### config.mk
export PLATFORM = sky130hd
export DESIGN_NAME = health_monitor_blink_sequencer
export DESIGN_NICKNAME = d
export VERILOG_FILES = /design/src/hdl/hmbs_pkg.sv /design/src/hdl/health_monitor_blink_sequencer.sv /design/src/hdl/hmbs_reg_slice.sv /design/src/hdl/hmbs_core.sv
export SDC_FILE = /design/constraint.sdc
export NUM_CORES = 1
export LEC_CHECK = 0
export BUFFER_PORTS_ARGS = -buffer_cell sky130_fd_sc_hd__buf_2
export CORE_MARGIN = 2
export CORE_UTILIZATION = 59
export DETAILED_ROUTE_END_ITERATION = 12
export PLACE_DENSITY = 0.86
export SYNTH_ARGS = -nofsm -noshare
export SYNTH_HDL_FRONTEND = slang
export SYNTH_SLANG_ARGS = --single-unit
### constraint.sdc
create_clock -name aclk -period 3.5 [get_ports aclk]
set_input_delay 0.525 -clock aclk [delete_from_list [all_inputs] [get_ports aclk]]
set_output_delay 0.525 -clock aclk [all_outputs]
set_load 0.1 [all_outputs]
### src/hdl/hmbs_pkg.sv
// ----------------------------------------------------------------------------
// hmbs_pkg
// Shared types and constants of the health monitor and blink sequencer.
// ----------------------------------------------------------------------------
package hmbs_pkg;

    // item kinds carried in tuser
    typedef enum logic [1:0] {
        MODE_TICK  = 2'd0,
        MODE_LOAD  = 2'd1,
        MODE_RAISE = 2'd2,
        MODE_CLEAR = 2'd3
    } mode_t;

    // configuration register indexes
    localparam int unsigned CFG_INDEX_BITS = 3;
    localparam logic [CFG_INDEX_BITS-1:0] CFG_BLINKER_ENABLE   = 3'd0;
    localparam logic [CFG_INDEX_BITS-1:0] CFG_BOOT_PATTERN     = 3'd1;
    localparam logic [CFG_INDEX_BITS-1:0] CFG_OK_PATTERN       = 3'd2;
    localparam logic [CFG_INDEX_BITS-1:0] CFG_ERROR_PATTERN    = 3'd3;
    localparam logic [CFG_INDEX_BITS-1:0] CFG_OVERLOAD_PATTERN = 3'd4;
    localparam logic [CFG_INDEX_BITS-1:0] CFG_OVERCURRENT_BIT  = 3'd5;

    localparam int unsigned PATTERN_BITS = 32;
    localparam int unsigned ERR_IDX_BITS = 5;
    localparam int unsigned MODE_BITS    = 2;

    // card debounce counter
    typedef logic signed [3:0] card_cnt_t;
    localparam card_cnt_t CARD_START_PRESENT = 4'sd5;
    localparam card_cnt_t CARD_START_ABSENT  = -4'sd5;
    localparam card_cnt_t CARD_MAX           = 4'sd5;
    localparam card_cnt_t CARD_MIN           = -4'sd2;
    localparam card_cnt_t CARD_MOUNT         = 4'sd4;
    localparam card_cnt_t CARD_UNMOUNT       = -4'sd1;
    localparam card_cnt_t CARD_ZERO          = 4'sd0;
    localparam card_cnt_t CARD_ONE           = 4'sd1;

endpackage

### src/hdl/health_monitor_blink_sequencer.sv
// ----------------------------------------------------------------------------
// health_monitor_blink_sequencer
// System health monitor with two-LED blink pattern sequencer.
// ----------------------------------------------------------------------------
// Every input word yields exactly one result word. A tick word (tuser = 0)
// checks the overcurrent pin; with the blinker enabled it drives both LEDs
// from the bit pair of the current blink pattern at the present index and
// steps the index by two (at wrap the ok pattern is loaded unless a raised
// error asked to repeat), tracks the last, smallest and largest supply
// sample, and debounces the card switch into mount, start-from-card and
// stop/unmount events. Command words load a pattern (1), raise an error
// bit (2) or clear all errors (3). The block takes one word per clock while
// results drain; an input register feeds single-pass update logic whose
// answer lands in the result register. While a result waits on m_tready,
// one more word still enters the input register; after that s_tready stays
// low until the result leaves. Configuration writes (cfg_we/cfg_index/
// cfg_wdata) take effect at once and are meant for idle periods; writing the
// boot pattern before the first tick also reloads the live pattern.
// ----------------------------------------------------------------------------
module health_monitor_blink_sequencer #(
    parameter int unsigned SAMPLE_BITS = 12
) (
    input  logic                                aclk,
    input  logic                                aresetn,
    // configuration write port
    input  logic                                cfg_we,
    input  logic [hmbs_pkg::CFG_INDEX_BITS-1:0] cfg_index,
    input  logic [hmbs_pkg::PATTERN_BITS-1:0]   cfg_wdata,
    // input words
    input  logic                                s_tvalid,
    output logic                                s_tready,
    // pattern_word, error_code, adc_sample, overcurrent_n, card_switch,
    // mount_ok, zero fill
    input  logic [((hmbs_pkg::PATTERN_BITS + hmbs_pkg::ERR_IDX_BITS
                    + SAMPLE_BITS + 3 + 7) / 8) * 8 - 1:0] s_tdata,
    // mode
    input  logic [hmbs_pkg::MODE_BITS-1:0]      s_tuser,
    // result words
    output logic                                m_tvalid,
    input  logic                                m_tready,
    // led_drive_valid, led_one, led_two, voltage_now, voltage_low,
    // voltage_high, error_bits, mount_attempt, start_from_card,
    // stop_and_unmount, zero fill
    output logic [((3 + 3 * SAMPLE_BITS + hmbs_pkg::PATTERN_BITS + 3 + 7) / 8) * 8 - 1:0]
                                                m_tdata
);

    // field totals and byte-rounded bus widths
    localparam int unsigned IN_FIELDS  = hmbs_pkg::PATTERN_BITS + hmbs_pkg::ERR_IDX_BITS
                                         + SAMPLE_BITS + 3;
    localparam int unsigned IN_BITS    = hmbs_pkg::MODE_BITS + IN_FIELDS;
    localparam int unsigned OUT_BITS   = 3 + 3 * SAMPLE_BITS + hmbs_pkg::PATTERN_BITS + 3;
    localparam int unsigned OUT_TDATA_W = ((OUT_BITS + 7) / 8) * 8;

    logic                in_valid;
    logic [IN_BITS-1:0]  in_item;
    logic                out_ready;
    logic [OUT_BITS-1:0] core_result;
    logic [OUT_BITS-1:0] out_data;

    // input register: mode rides in the low bits next to the tdata fields
    hmbs_reg_slice #(
        .W (IN_BITS)
    ) u_in_slice (
        .aclk    (aclk),
        .aresetn (aresetn),
        .s_valid (s_tvalid),
        .s_ready (s_tready),
        .s_data  ({s_tdata[IN_FIELDS-1:0], s_tuser}),
        .m_valid (in_valid),
        .m_ready (out_ready),
        .m_data  (in_item)
    );

    // state update happens as the word moves into the result register
    hmbs_core #(
        .SAMPLE_BITS (SAMPLE_BITS),
        .IN_BITS     (IN_BITS),
        .OUT_BITS    (OUT_BITS)
    ) u_core (
        .aclk      (aclk),
        .aresetn   (aresetn),
        .cfg_we    (cfg_we),
        .cfg_index (cfg_index),
        .cfg_wdata (cfg_wdata),
        .item_fire (in_valid && out_ready),
        .item      (in_item),
        .result    (core_result)
    );

    // result register
    hmbs_reg_slice #(
        .W (OUT_BITS)
    ) u_out_slice (
        .aclk    (aclk),
        .aresetn (aresetn),
        .s_valid (in_valid),
        .s_ready (out_ready),
        .s_data  (core_result),
        .m_valid (m_tvalid),
        .m_ready (m_tready),
        .m_data  (out_data)
    );

    assign m_tdata = OUT_TDATA_W'(out_data);

endmodule

### src/hdl/hmbs_reg_slice.sv
// ----------------------------------------------------------------------------
// hmbs_reg_slice
// One-word pipeline register with valid/ready handshake, full rate.
// ----------------------------------------------------------------------------
module hmbs_reg_slice #(
    parameter int unsigned W = 8
) (
    input  logic         aclk,
    input  logic         aresetn,
    input  logic         s_valid,
    output logic         s_ready,
    input  logic [W-1:0] s_data,
    output logic         m_valid,
    input  logic         m_ready,
    output logic [W-1:0] m_data
);

    logic         valid_reg;
    logic [W-1:0] data_reg;

    // take a new word when empty or when the held one leaves
    assign s_ready = !valid_reg || m_ready;
    assign m_valid = valid_reg;
    assign m_data  = data_reg;

    always_ff @(posedge aclk) begin
        if (!aresetn) begin
            valid_reg <= 1'b0;
        end else if (s_ready) begin
            valid_reg <= s_valid;
        end
    end

    always_ff @(posedge aclk) begin
        if (s_valid && s_ready) begin
            data_reg <= s_data;
        end
    end

endmodule

### src/hdl/hmbs_core.sv
// ----------------------------------------------------------------------------
// hmbs_core
// Monitor state, configuration registers and per-word update logic.
// ----------------------------------------------------------------------------
module hmbs_core #(
    parameter int unsigned SAMPLE_BITS = 12,
    parameter int unsigned IN_BITS     = 54,
    parameter int unsigned OUT_BITS    = 74
) (
    input  logic                                aclk,
    input  logic                                aresetn,
    input  logic                                cfg_we,
    input  logic [hmbs_pkg::CFG_INDEX_BITS-1:0] cfg_index,
    input  logic [hmbs_pkg::PATTERN_BITS-1:0]   cfg_wdata,
    input  logic                                item_fire,
    input  logic [IN_BITS-1:0]                  item,
    output logic [OUT_BITS-1:0]                 result
);

    localparam int unsigned PB  = hmbs_pkg::PATTERN_BITS;
    localparam int unsigned EB  = hmbs_pkg::ERR_IDX_BITS;
    localparam int unsigned MB  = hmbs_pkg::MODE_BITS;
    localparam int unsigned SMP = MB + PB + EB;

    // unpacked item
    hmbs_pkg::mode_t        mode;
    logic [PB-1:0]          pword;
    logic [EB-1:0]          ecode;
    logic [SAMPLE_BITS-1:0] sample;
    logic                   oc_n;
    logic                   card_sw;
    logic                   mok;

    assign mode    = hmbs_pkg::mode_t'(item[MB-1:0]);
    assign pword   = item[MB +: PB];
    assign ecode   = item[MB+PB +: EB];
    assign sample  = item[SMP +: SAMPLE_BITS];
    assign oc_n    = item[SMP+SAMPLE_BITS];
    assign card_sw = item[SMP+SAMPLE_BITS+1];
    assign mok     = item[SMP+SAMPLE_BITS+2];

    // configuration
    logic          enable_reg;
    logic [PB-1:0] ok_reg;
    logic [PB-1:0] errpat_reg;
    logic [PB-1:0] ovl_reg;
    logic [EB-1:0] ocbit_reg;

    // state
    logic [PB-1:0]          blink_reg, blink_next;
    logic [EB-1:0]          pos_reg, pos_next;
    logic                   repeat_reg, repeat_next;
    logic [PB-1:0]          err_reg, err_next;
    logic [SAMPLE_BITS-1:0] last_reg, last_next;
    logic [SAMPLE_BITS-1:0] min_reg, min_next;
    logic [SAMPLE_BITS-1:0] max_reg, max_next;
    hmbs_pkg::card_cnt_t    cnt_reg, cnt_next;
    logic                   primed_reg, primed_next;

    // per-word temporaries
    logic                drive, led1, led2, mnt, start, unmnt;
    logic [PB-1:0]       blink_eff;
    logic                repeat_eff;
    logic [EB:0]         pos_sum;
    hmbs_pkg::card_cnt_t cnt_base, cnt_step;

    always_comb begin
        blink_next  = blink_reg;
        pos_next    = pos_reg;
        repeat_next = repeat_reg;
        err_next    = err_reg;
        last_next   = last_reg;
        min_next    = min_reg;
        max_next    = max_reg;
        cnt_next    = cnt_reg;
        primed_next = primed_reg;
        drive       = 1'b0;
        led1        = 1'b0;
        led2        = 1'b0;
        mnt         = 1'b0;
        start       = 1'b0;
        unmnt       = 1'b0;
        blink_eff   = blink_reg;
        repeat_eff  = repeat_reg;
        pos_sum     = {1'b0, pos_reg} + (EB+1)'(2);
        cnt_base    = cnt_reg;
        cnt_step    = cnt_reg;

        case (mode)
            hmbs_pkg::MODE_LOAD: begin
                blink_next = pword;
                pos_next   = '0;
            end
            hmbs_pkg::MODE_RAISE: begin
                err_next    = err_reg | (PB'(1) << ecode);
                repeat_next = 1'b1;
                blink_next  = errpat_reg;
                pos_next    = '0;
            end
            hmbs_pkg::MODE_CLEAR: begin
                err_next = '0;
            end
            hmbs_pkg::MODE_TICK: begin
                // first tick seeds the debounce counter
                if (!primed_reg) begin
                    cnt_base = card_sw ? hmbs_pkg::CARD_START_ABSENT
                                       : hmbs_pkg::CARD_START_PRESENT;
                end
                primed_next = 1'b1;

                // overcurrent: flag error, switch to overload pattern
                if (!oc_n) begin
                    err_next   = err_reg | (PB'(1) << ocbit_reg);
                    blink_eff  = ovl_reg;
                    repeat_eff = 1'b0;
                    pos_next   = '0;
                end
                blink_next  = blink_eff;
                repeat_next = repeat_eff;

                // LED pair from the index held at step start
                if (enable_reg) begin
                    drive = 1'b1;
                    led1  = blink_eff[pos_reg];
                    led2  = (pos_reg == EB'(PB-1)) ? 1'b0
                                                   : blink_eff[pos_reg + EB'(1)];
                    if (pos_sum[EB]) begin
                        if (!repeat_eff) begin
                            blink_next = ok_reg;
                        end
                        pos_next = '0;
                    end else begin
                        pos_next = pos_sum[EB-1:0];
                    end
                end

                // supply tracking
                if (sample > max_reg) begin
                    max_next = sample;
                end
                if (sample < min_reg) begin
                    min_next = sample;
                end
                last_next = sample;

                // card debounce
                if (!card_sw) begin
                    cnt_step = cnt_base + hmbs_pkg::CARD_ONE;
                    if (cnt_step < hmbs_pkg::CARD_ZERO) begin
                        cnt_step = hmbs_pkg::CARD_ZERO;
                    end
                    if (cnt_step > hmbs_pkg::CARD_MAX) begin
                        cnt_step = hmbs_pkg::CARD_MAX;
                    end
                    if (cnt_step == hmbs_pkg::CARD_MOUNT) begin
                        mnt = 1'b1;
                        if (mok) begin
                            start = 1'b1;
                        end else begin
                            pos_next   = '0;
                            blink_next = ovl_reg;
                        end
                    end
                end else begin
                    cnt_step = cnt_base - hmbs_pkg::CARD_ONE;
                    if (cnt_step > hmbs_pkg::CARD_ZERO) begin
                        cnt_step = hmbs_pkg::CARD_ZERO;
                    end
                    if (cnt_step < hmbs_pkg::CARD_MIN) begin
                        cnt_step = hmbs_pkg::CARD_MIN;
                    end
                    if (cnt_step == hmbs_pkg::CARD_UNMOUNT) begin
                        unmnt = 1'b1;
                    end
                end
                cnt_next = cnt_step;
            end
            default: begin
            end
        endcase
    end

    // result layout, high bit first
    assign result = {unmnt, start, mnt, err_next, max_next, min_next, last_next,
                     led2, led1, drive};

    always_ff @(posedge aclk) begin
        if (!aresetn) begin
            enable_reg <= 1'b1;
            ok_reg     <= '0;
            errpat_reg <= '0;
            ovl_reg    <= '0;
            ocbit_reg  <= '0;
            blink_reg  <= '0;
            pos_reg    <= '0;
            repeat_reg <= 1'b0;
            err_reg    <= '0;
            last_reg   <= '0;
            min_reg    <= '1;
            max_reg    <= '0;
            cnt_reg    <= hmbs_pkg::CARD_ZERO;
            primed_reg <= 1'b0;
        end else if (cfg_we) begin
            case (cfg_index)
                hmbs_pkg::CFG_BLINKER_ENABLE:   enable_reg <= cfg_wdata[0];
                hmbs_pkg::CFG_BOOT_PATTERN: begin
                    // boot pattern only matters until the first tick
                    if (!primed_reg) begin
                        blink_reg <= cfg_wdata;
                        pos_reg   <= '0;
                    end
                end
                hmbs_pkg::CFG_OK_PATTERN:       ok_reg     <= cfg_wdata;
                hmbs_pkg::CFG_ERROR_PATTERN:    errpat_reg <= cfg_wdata;
                hmbs_pkg::CFG_OVERLOAD_PATTERN: ovl_reg    <= cfg_wdata;
                hmbs_pkg::CFG_OVERCURRENT_BIT:  ocbit_reg  <= cfg_wdata[EB-1:0];
                default: begin
                end
            endcase
        end else if (item_fire) begin
            blink_reg  <= blink_next;
            pos_reg    <= pos_next;
            repeat_reg <= repeat_next;
            err_reg    <= err_next;
            last_reg   <= last_next;
            min_reg    <= min_next;
            max_reg    <= max_next;
            cnt_reg    <= cnt_next;
            primed_reg <= primed_next;
        end
    end

    // index only ever moves in steps of two from zero
    a_pos_even: assert property (@(posedge aclk) disable iff (!aresetn)
        !pos_reg[0])
        else $error("blink index went odd");

    // debounce counter sits in its saturation window once seeded
    a_cnt_window: assert property (@(posedge aclk) disable iff (!aresetn)
        primed_reg |-> (cnt_reg >= hmbs_pkg::CARD_MIN && cnt_reg <= hmbs_pkg::CARD_MAX))
        else $error("card counter out of range");

    // mount and unmount events exclude each other; start needs a mount
    a_events: assert property (@(posedge aclk) disable iff (!aresetn)
        item_fire |-> (!(mnt && unmnt) && (!start || mnt)))
        else $error("conflicting card events");

    // after any tick, min never exceeds max
    a_minmax: assert property (@(posedge aclk) disable iff (!aresetn)
        primed_reg |-> (min_reg <= max_reg))
        else $error("supply min above max");

    // a tick not blocked by a configuration write arms the debounce logic
    a_primed: assert property (@(posedge aclk) disable iff (!aresetn)
        (item_fire && !cfg_we && mode == hmbs_pkg::MODE_TICK) |=> primed_reg)
        else $error("tick left block unprimed");

endmodule
* Word level (Yosys, flattened, before mapping)
Cells that the tools add are included.
Storage, ports and cells: bits in registers 343, input bits 98, output and inout bits 82, word-level logic and storage cells 143
Cells by class: add/sub/neg operators 4, $lt $le $gt $ge 8, equal/unequal tests 13, shift operators 2, multiplexer cells 58, bitwise gates (word level) 6, reduce and logical (&&, ||, !) cells 28
Operators by type and width (count):
- $mux W32 | 13
- $pmux W32 S3 | 2
- $mux W4 | 16
- $or A32 B32 Y32 | 2
- $shl A1 B5 Y32 const A | 2
- $mux W12 | 5
- $mux W5 | 10
- $reduce_and A2 Y1 | 8
- $gt A12 B12 Y1 | 1
- $lt A12 B12 Y1 | 1
- $lt A5 B6 Y1 const B | 2
- $bmux W1 S5 | 2
- $pmux W5 S2 | 1
- $mux W1 | 8
- $reduce_and A4 Y1 | 2
- $add A5 B2 Y6 const B | 1
- $eq A3 B2 Y1 const B | 2
- $eq A3 B3 Y1 const B | 2
- $reduce_and A3 Y1 | 2
- $reduce_or A3 Y1 | 2
- $add A5 B1 Y5 const B | 1
- $eq A5 B5 Y1 const B | 1
- $add A4 B2 Y4 const B | 1
- $eq A2 B2 Y1 const B | 2
- other kinds (22) | 30

* Logic depth before layout (Yosys ltp)
depth in word-level cells 18, depth in mapped cells 10

* Hierarchy
Synthesis repeated with hierarchy kept, for this count alone.
Second synthesis, totals: cell total of the unflattened synthesis 1759, area total of the unflattened synthesis 16807.4 um2
Modules (own cells, without submodules):
- hmbs_core | instances 1, cells an instance 1613, area each 12793.5 um2, sequential area each 4264.1 um2
- hmbs_reg_slice (u_out_slice) | instances 1, cells an instance 79, area each 2279.7 um2, sequential area each 2242.2 um2
- hmbs_reg_slice (u_in_slice) | instances 1, cells an instance 59, area each 1679.1 um2, sequential area each 1641.6 um2
- health_monitor_blink_sequencer | instances 1, cells an instance 8, area each 55.1 um2, sequential area each 0.0 um2

* Worst setup path after synthesis
Ideal clock, no wire load.
path kind register -> register, from register u_out_slice.valid_reg (netlist: u_out_slice.m_valid), to register u_in_slice.data_reg[0] (netlist: u_in_slice.m_data[0]), enable pin, setup time 0.417 ns, arrival 3.024 ns, data required time 3.083 ns, setup slack 0.059 ns, cell stages (with the launch flop) 4, clock period less this slack 3.441 ns, path through dfxtp_1 > nor2b_1 > nand2_1 > and2_1
On the way: word-level cells in the longest chain between the ends 4
Ends and longest elaborated chain:
- from (decl) | RTL line hmbs_reg_slice.sv:18 | logic valid_reg;
- from (signal assigned) | RTL line hmbs_reg_slice.sv:30 | valid_reg <= s_valid;
- $logic_not A1 Y1 | RTL line hmbs_reg_slice.sv:22 | assign s_ready = !valid_reg || m_ready;
- $logic_or A1 B1 Y1 (2 in series) | RTL line hmbs_reg_slice.sv:22
- net s_tready | RTL line health_monitor_blink_sequencer.sv:31 | output logic s_tready,
- $logic_and A1 B1 Y1 | RTL line hmbs_reg_slice.sv:35 | if (s_valid && s_ready) begin
- to (signal assigned) | RTL line hmbs_reg_slice.sv:36 | data_reg <= s_data;
- to (decl) | RTL line hmbs_reg_slice.sv:19 | logic [W-1:0] data_reg;
The timed path passes the listed nets, and every way through them passes these cells. A chain may end at the register's enable or synchronous reset.

* Worst setup path in the final report
from register u_in_slice.data_reg[47] (netlist: u_in_slice.m_data[47]), to register u_out_slice.data_reg[15] (netlist: u_out_slice.m_data[15]) (data pin)
On the way: word-level cells in the longest chain between the ends 3
Ends and longest elaborated chain:
- $lt A12 B12 Y1 | RTL line hmbs_core.sv:141 | if (sample < min_reg) begin
- $mux W12 | RTL line hmbs_core.sv:141
- $mux W12 | RTL line hmbs_core.sv:89 | case (mode)
- net core_result[15] | RTL line health_monitor_blink_sequencer.sv:58 | logic [OUT_BITS-1:0] core_result;
- to (signal assigned) | RTL line hmbs_reg_slice.sv:36
- to (decl) | RTL line hmbs_reg_slice.sv:19
The timed path passes the listed nets, and every way through them passes these cells.

==> run summary <==
The first-iteration detailed-routing DRC count is 1342. The pre-CTS setup slack is around 0.67 ns. The run finished with clean final reports. The post-cts hold buffer count came out at 0. Sorting the synthesized cells by how often they occur yields sky130_fd_sc_hd__nand2_1 (321), sky130_fd_sc_hd__dfxtp_1 (215), sky130_fd_sc_hd__nor2_1 (160). Synthesis produced a netlist whose cell count is 1754. The global-route total usage across every layer is 28.0%. In this run the critical register-to-register path is launched from u_in_slice.m_data[47]. The peak supply drop came out at between 0.4 and 0.5 mV. The number of nets in the layout is 1995. The total I/O pin count came out at 180.

The number of global-route vias before repair came out at 13482. In this run, synthesis inferred 128 flip-flops with an integrated enable. The wire length reported by the detailed router came out at 41800 um. The DRC violations left came out at 0. The synthesis-to-layout area growth is 13.6%. The die outline width came out at around 170 um.

The number of antenna violations at the first check in global routing came to 3. The hold violation count in the final report is 0. The average cell area after synthesis came out at 9.38 um2. The kind of start point of the critical path is a flip-flop. The floorplan has 61 rows. The count of endpoints failing setup in the final report came out at 0.

The worst max-slew margin expressed relative to the limit came out at 33.7%. The CTS root buffer is sky130_fd_sc_hd__clkbuf_16. The number of sinks handled by clock tree synthesis is 343. The overall power after layout came out at 9.33 mW. At the worst endpoint, the required time is 3.78 ns.

The capture endpoint of the worst hold path is u_in_slice.m_data[36]. TritonCTS built the clock tree. Across all register-to-register paths, the minimum setup slack is 0.60 ns. From bottom edge to top edge, the die measures roughly 170 um. Among all flip-flop cells after synthesis, the most frequent one is sky130_fd_sc_hd__dfxtp_1.

Buffers added to address setup during post-CTS repair amount to 0. The total congestion overflow is 0. The area share of the leading cell type in the synthesized netlist is 26.2%. The most frequently used cell type in the post-synthesis netlist is sky130_fd_sc_hd__nand2_1. The first global-routing pass estimated 66300 um of wire. The final sum of negative setup slack is 0 ns. On the final layout, the worst hold slack is 0.168 ns.

Setup slack on the critical path of the routed design comes to 0.599 ns. The number of max-cap violations came out at 0. The count of different cell masters after synthesis is 65. The static power due to leakage came out at 6.85 nW. The routed wire length per instance came out at 18.4 um. In this run the number of H-tree levels came out at 2.

The slew of the pin with the lowest slew margin is 0.995 ns. The number of slew-limit violations in the final report is 0. The number of stages on the worst hold path is 1. For this run, the detailed router's first-pass iteration total came to 6. The endpoint arrival time on the critical path came out at 3.18 ns. The area enclosed by the die boundary is 29200 um2. The largest driver fanout on the critical path came out at 13. The setup path with the least slack is of type flip-flop to flip-flop. The worst clock skew on the final layout is about 0.023 ns. The number of fill cells in the layout is 2101. Routability-driven placement finished with a final weighted congestion of 0.903. Counting flops with an async set or reset pin after synthesis yields a share of 0%. Setup repair after global routing left no endpoint under its margin.

After synthesis the netlist holds a flip-flop and latch count of 343. In the finished design, the share of the clock period the worst path needs comes to 82.9%. Detailed routing inserted a total of 13946 vias.

The deepest clock path buffer count came out at 3. The cell area that synthesis handed to floorplanning was 16400 um2. The starting density of the core is 59.5%. The path class of the tightest hold or removal check is input pin to flip-flop. The clock transition time at the flip-flop clock pins of the worst setup and hold paths came out at 0.06 ns. In this run the most critical hold path is launched from s_tdata[34].

Dividing the detail-routed via count by the number of cells gives 6.13. The sequential share of the synthesized area is 49.5%. The final period demand of the worst path is 2.90 ns. The placeable core region came out at about 28000 um2. The share of post-route cells with drive strength above 1 came out at between 10% and 20%. The clock buffer count from CTS is 37. The insertion delay to the later sink of the worst-skew pair came out at around 0.53 ns. The power density over the cells is 499 nW/um2. Entering global routing, the biggest net connects 171 pins. The worst reg-to-reg path cell count came out at 6. The fmax came out at 345 MHz. The endpoint identified for the worst register-to-register timing path is u_out_slice.m_data[15]. The register with the most flip-flops in the layout has 74 of them. The category of the worst setup path capture point is a flip-flop.

In the post-synthesis netlist, the biggest area contributors are sky130_fd_sc_hd__dfxtp_1 (26%), sky130_fd_sc_hd__edfxtp_1 (23%), sky130_fd_sc_hd__nand2_1 (7.3%). The warning count from the yosys run is 0. The cell type with the largest total area after synthesis is sky130_fd_sc_hd__dfxtp_1. The port buffer count came out at 169.

The count of nets left with antenna violations once routing finished came out at 0. The placed wire-length estimate came out at about 26000 um. The quantity of gates resized following cts came out at 0.
layer usage:
| layer | up-vias | GRT usage, % | wire length, um | share of wire [%] |
|---|---|---|---|---|
| li1 | 6478 | - | - | - |
| met1 | 6660 | 34.8 | 16100 | 39 |
| met2 | 687 | 47.9 | 20800 | 50 |
| met3 | 117 | 4.95 | 3480 | 8.3 |
| met4 | 4 | 12.6 | 1370 | 3.3 |
| met5 | - | 0 | 27 | 0.065 |
power by group:
part	internal [mW]	total, mW	switching, mW
registers	4.30	4.40	0.0982
logic	0.293	1.10	0.810
clock network	2.26	3.83	1.57
total	6.85	9.33	2.48
area by class of cell:
class,count,area [um2],share of cell area (%)
diodes,2,5.00,0.0268
clock buffers,53,1130,6.05
clock inverters,15,80.1,0.429
inverters,37,141,0.757
multi-input cells,1237,7540,40.4
flip-flops and latches,343,8150,43.6
well taps,378,473,2.53
repair buffers,209,1160,6.20
critical path: stages, from the launching register on:
cell and delay [ns]:
sky130_fd_sc_hd__edfxtp_1 0.51, sky130_fd_sc_hd__ha_1 0.36, sky130_fd_sc_hd__o21a_1 0.20, sky130_fd_sc_hd__o211ai_1 0.27, sky130_fd_sc_hd__o21ai_0 0.26, sky130_fd_sc_hd__a211oi_2 0.65, sky130_fd_sc_hd__mux2_2 0.40
stage by stage:
| stage | area (um2) | cells | util [%] |
|---|---|---|---|
| after detailed placement | 17500 | 2204 | 63.2 |
| after CTS | 18700 | 2272 | 67.6 |
| after global routing | 18700 | 2272 | 67.6 |
| after global placement | 17500 | 2204 | 63.2 |
| final | 18700 | 2274 | 67.6 |
| after floorplan | 16500 | 1759 | - |
cells in the final DEF, fill, tap and decap left out, drive strengths merged, types with 11 or more instances in the layout:
cell	count
o22ai	33
a21oi	144
mux2i	26
clkbuf	53
a21o	38
buf	209
nand3b	37
nand2	322
a22oi	32
edfxtp	128
nor2b	11
o211ai	14
ha	32
nor2	163
inv	37
nor3	72
dfxtp	215
o21ai	117
a21boi	13
mux2	25
mux4	35
clkinv	15
a221oi	32
how the worst max path moves through the flow:
stage                                      from                endpoint  cells past startpoint
after global placement    u_in_slice.m_data[47]  u_out_slice.m_data[15]                      6
after detailed placement  u_in_slice.m_data[47]  u_out_slice.m_data[15]                      6
after floorplan             u_out_slice.m_valid    u_in_slice.m_data[0]                      3
after global routing      u_in_slice.m_data[47]  u_out_slice.m_data[18]                      7
final                     u_in_slice.m_data[47]  u_out_slice.m_data[15]                      6
after CTS                 u_in_slice.m_data[47]  u_out_slice.m_data[21]                      7
kinds of logic after synthesis:
family / synth area share [%]
compound gates: 17.0
xor+xnor: 0.479
buf+inv: 4.78
fa+ha+maj: 2.43
mux: 8.09
other cells: 0.0228
flops: 49.5
simple gates: 17.6
(Power assumes the default switching activity.)
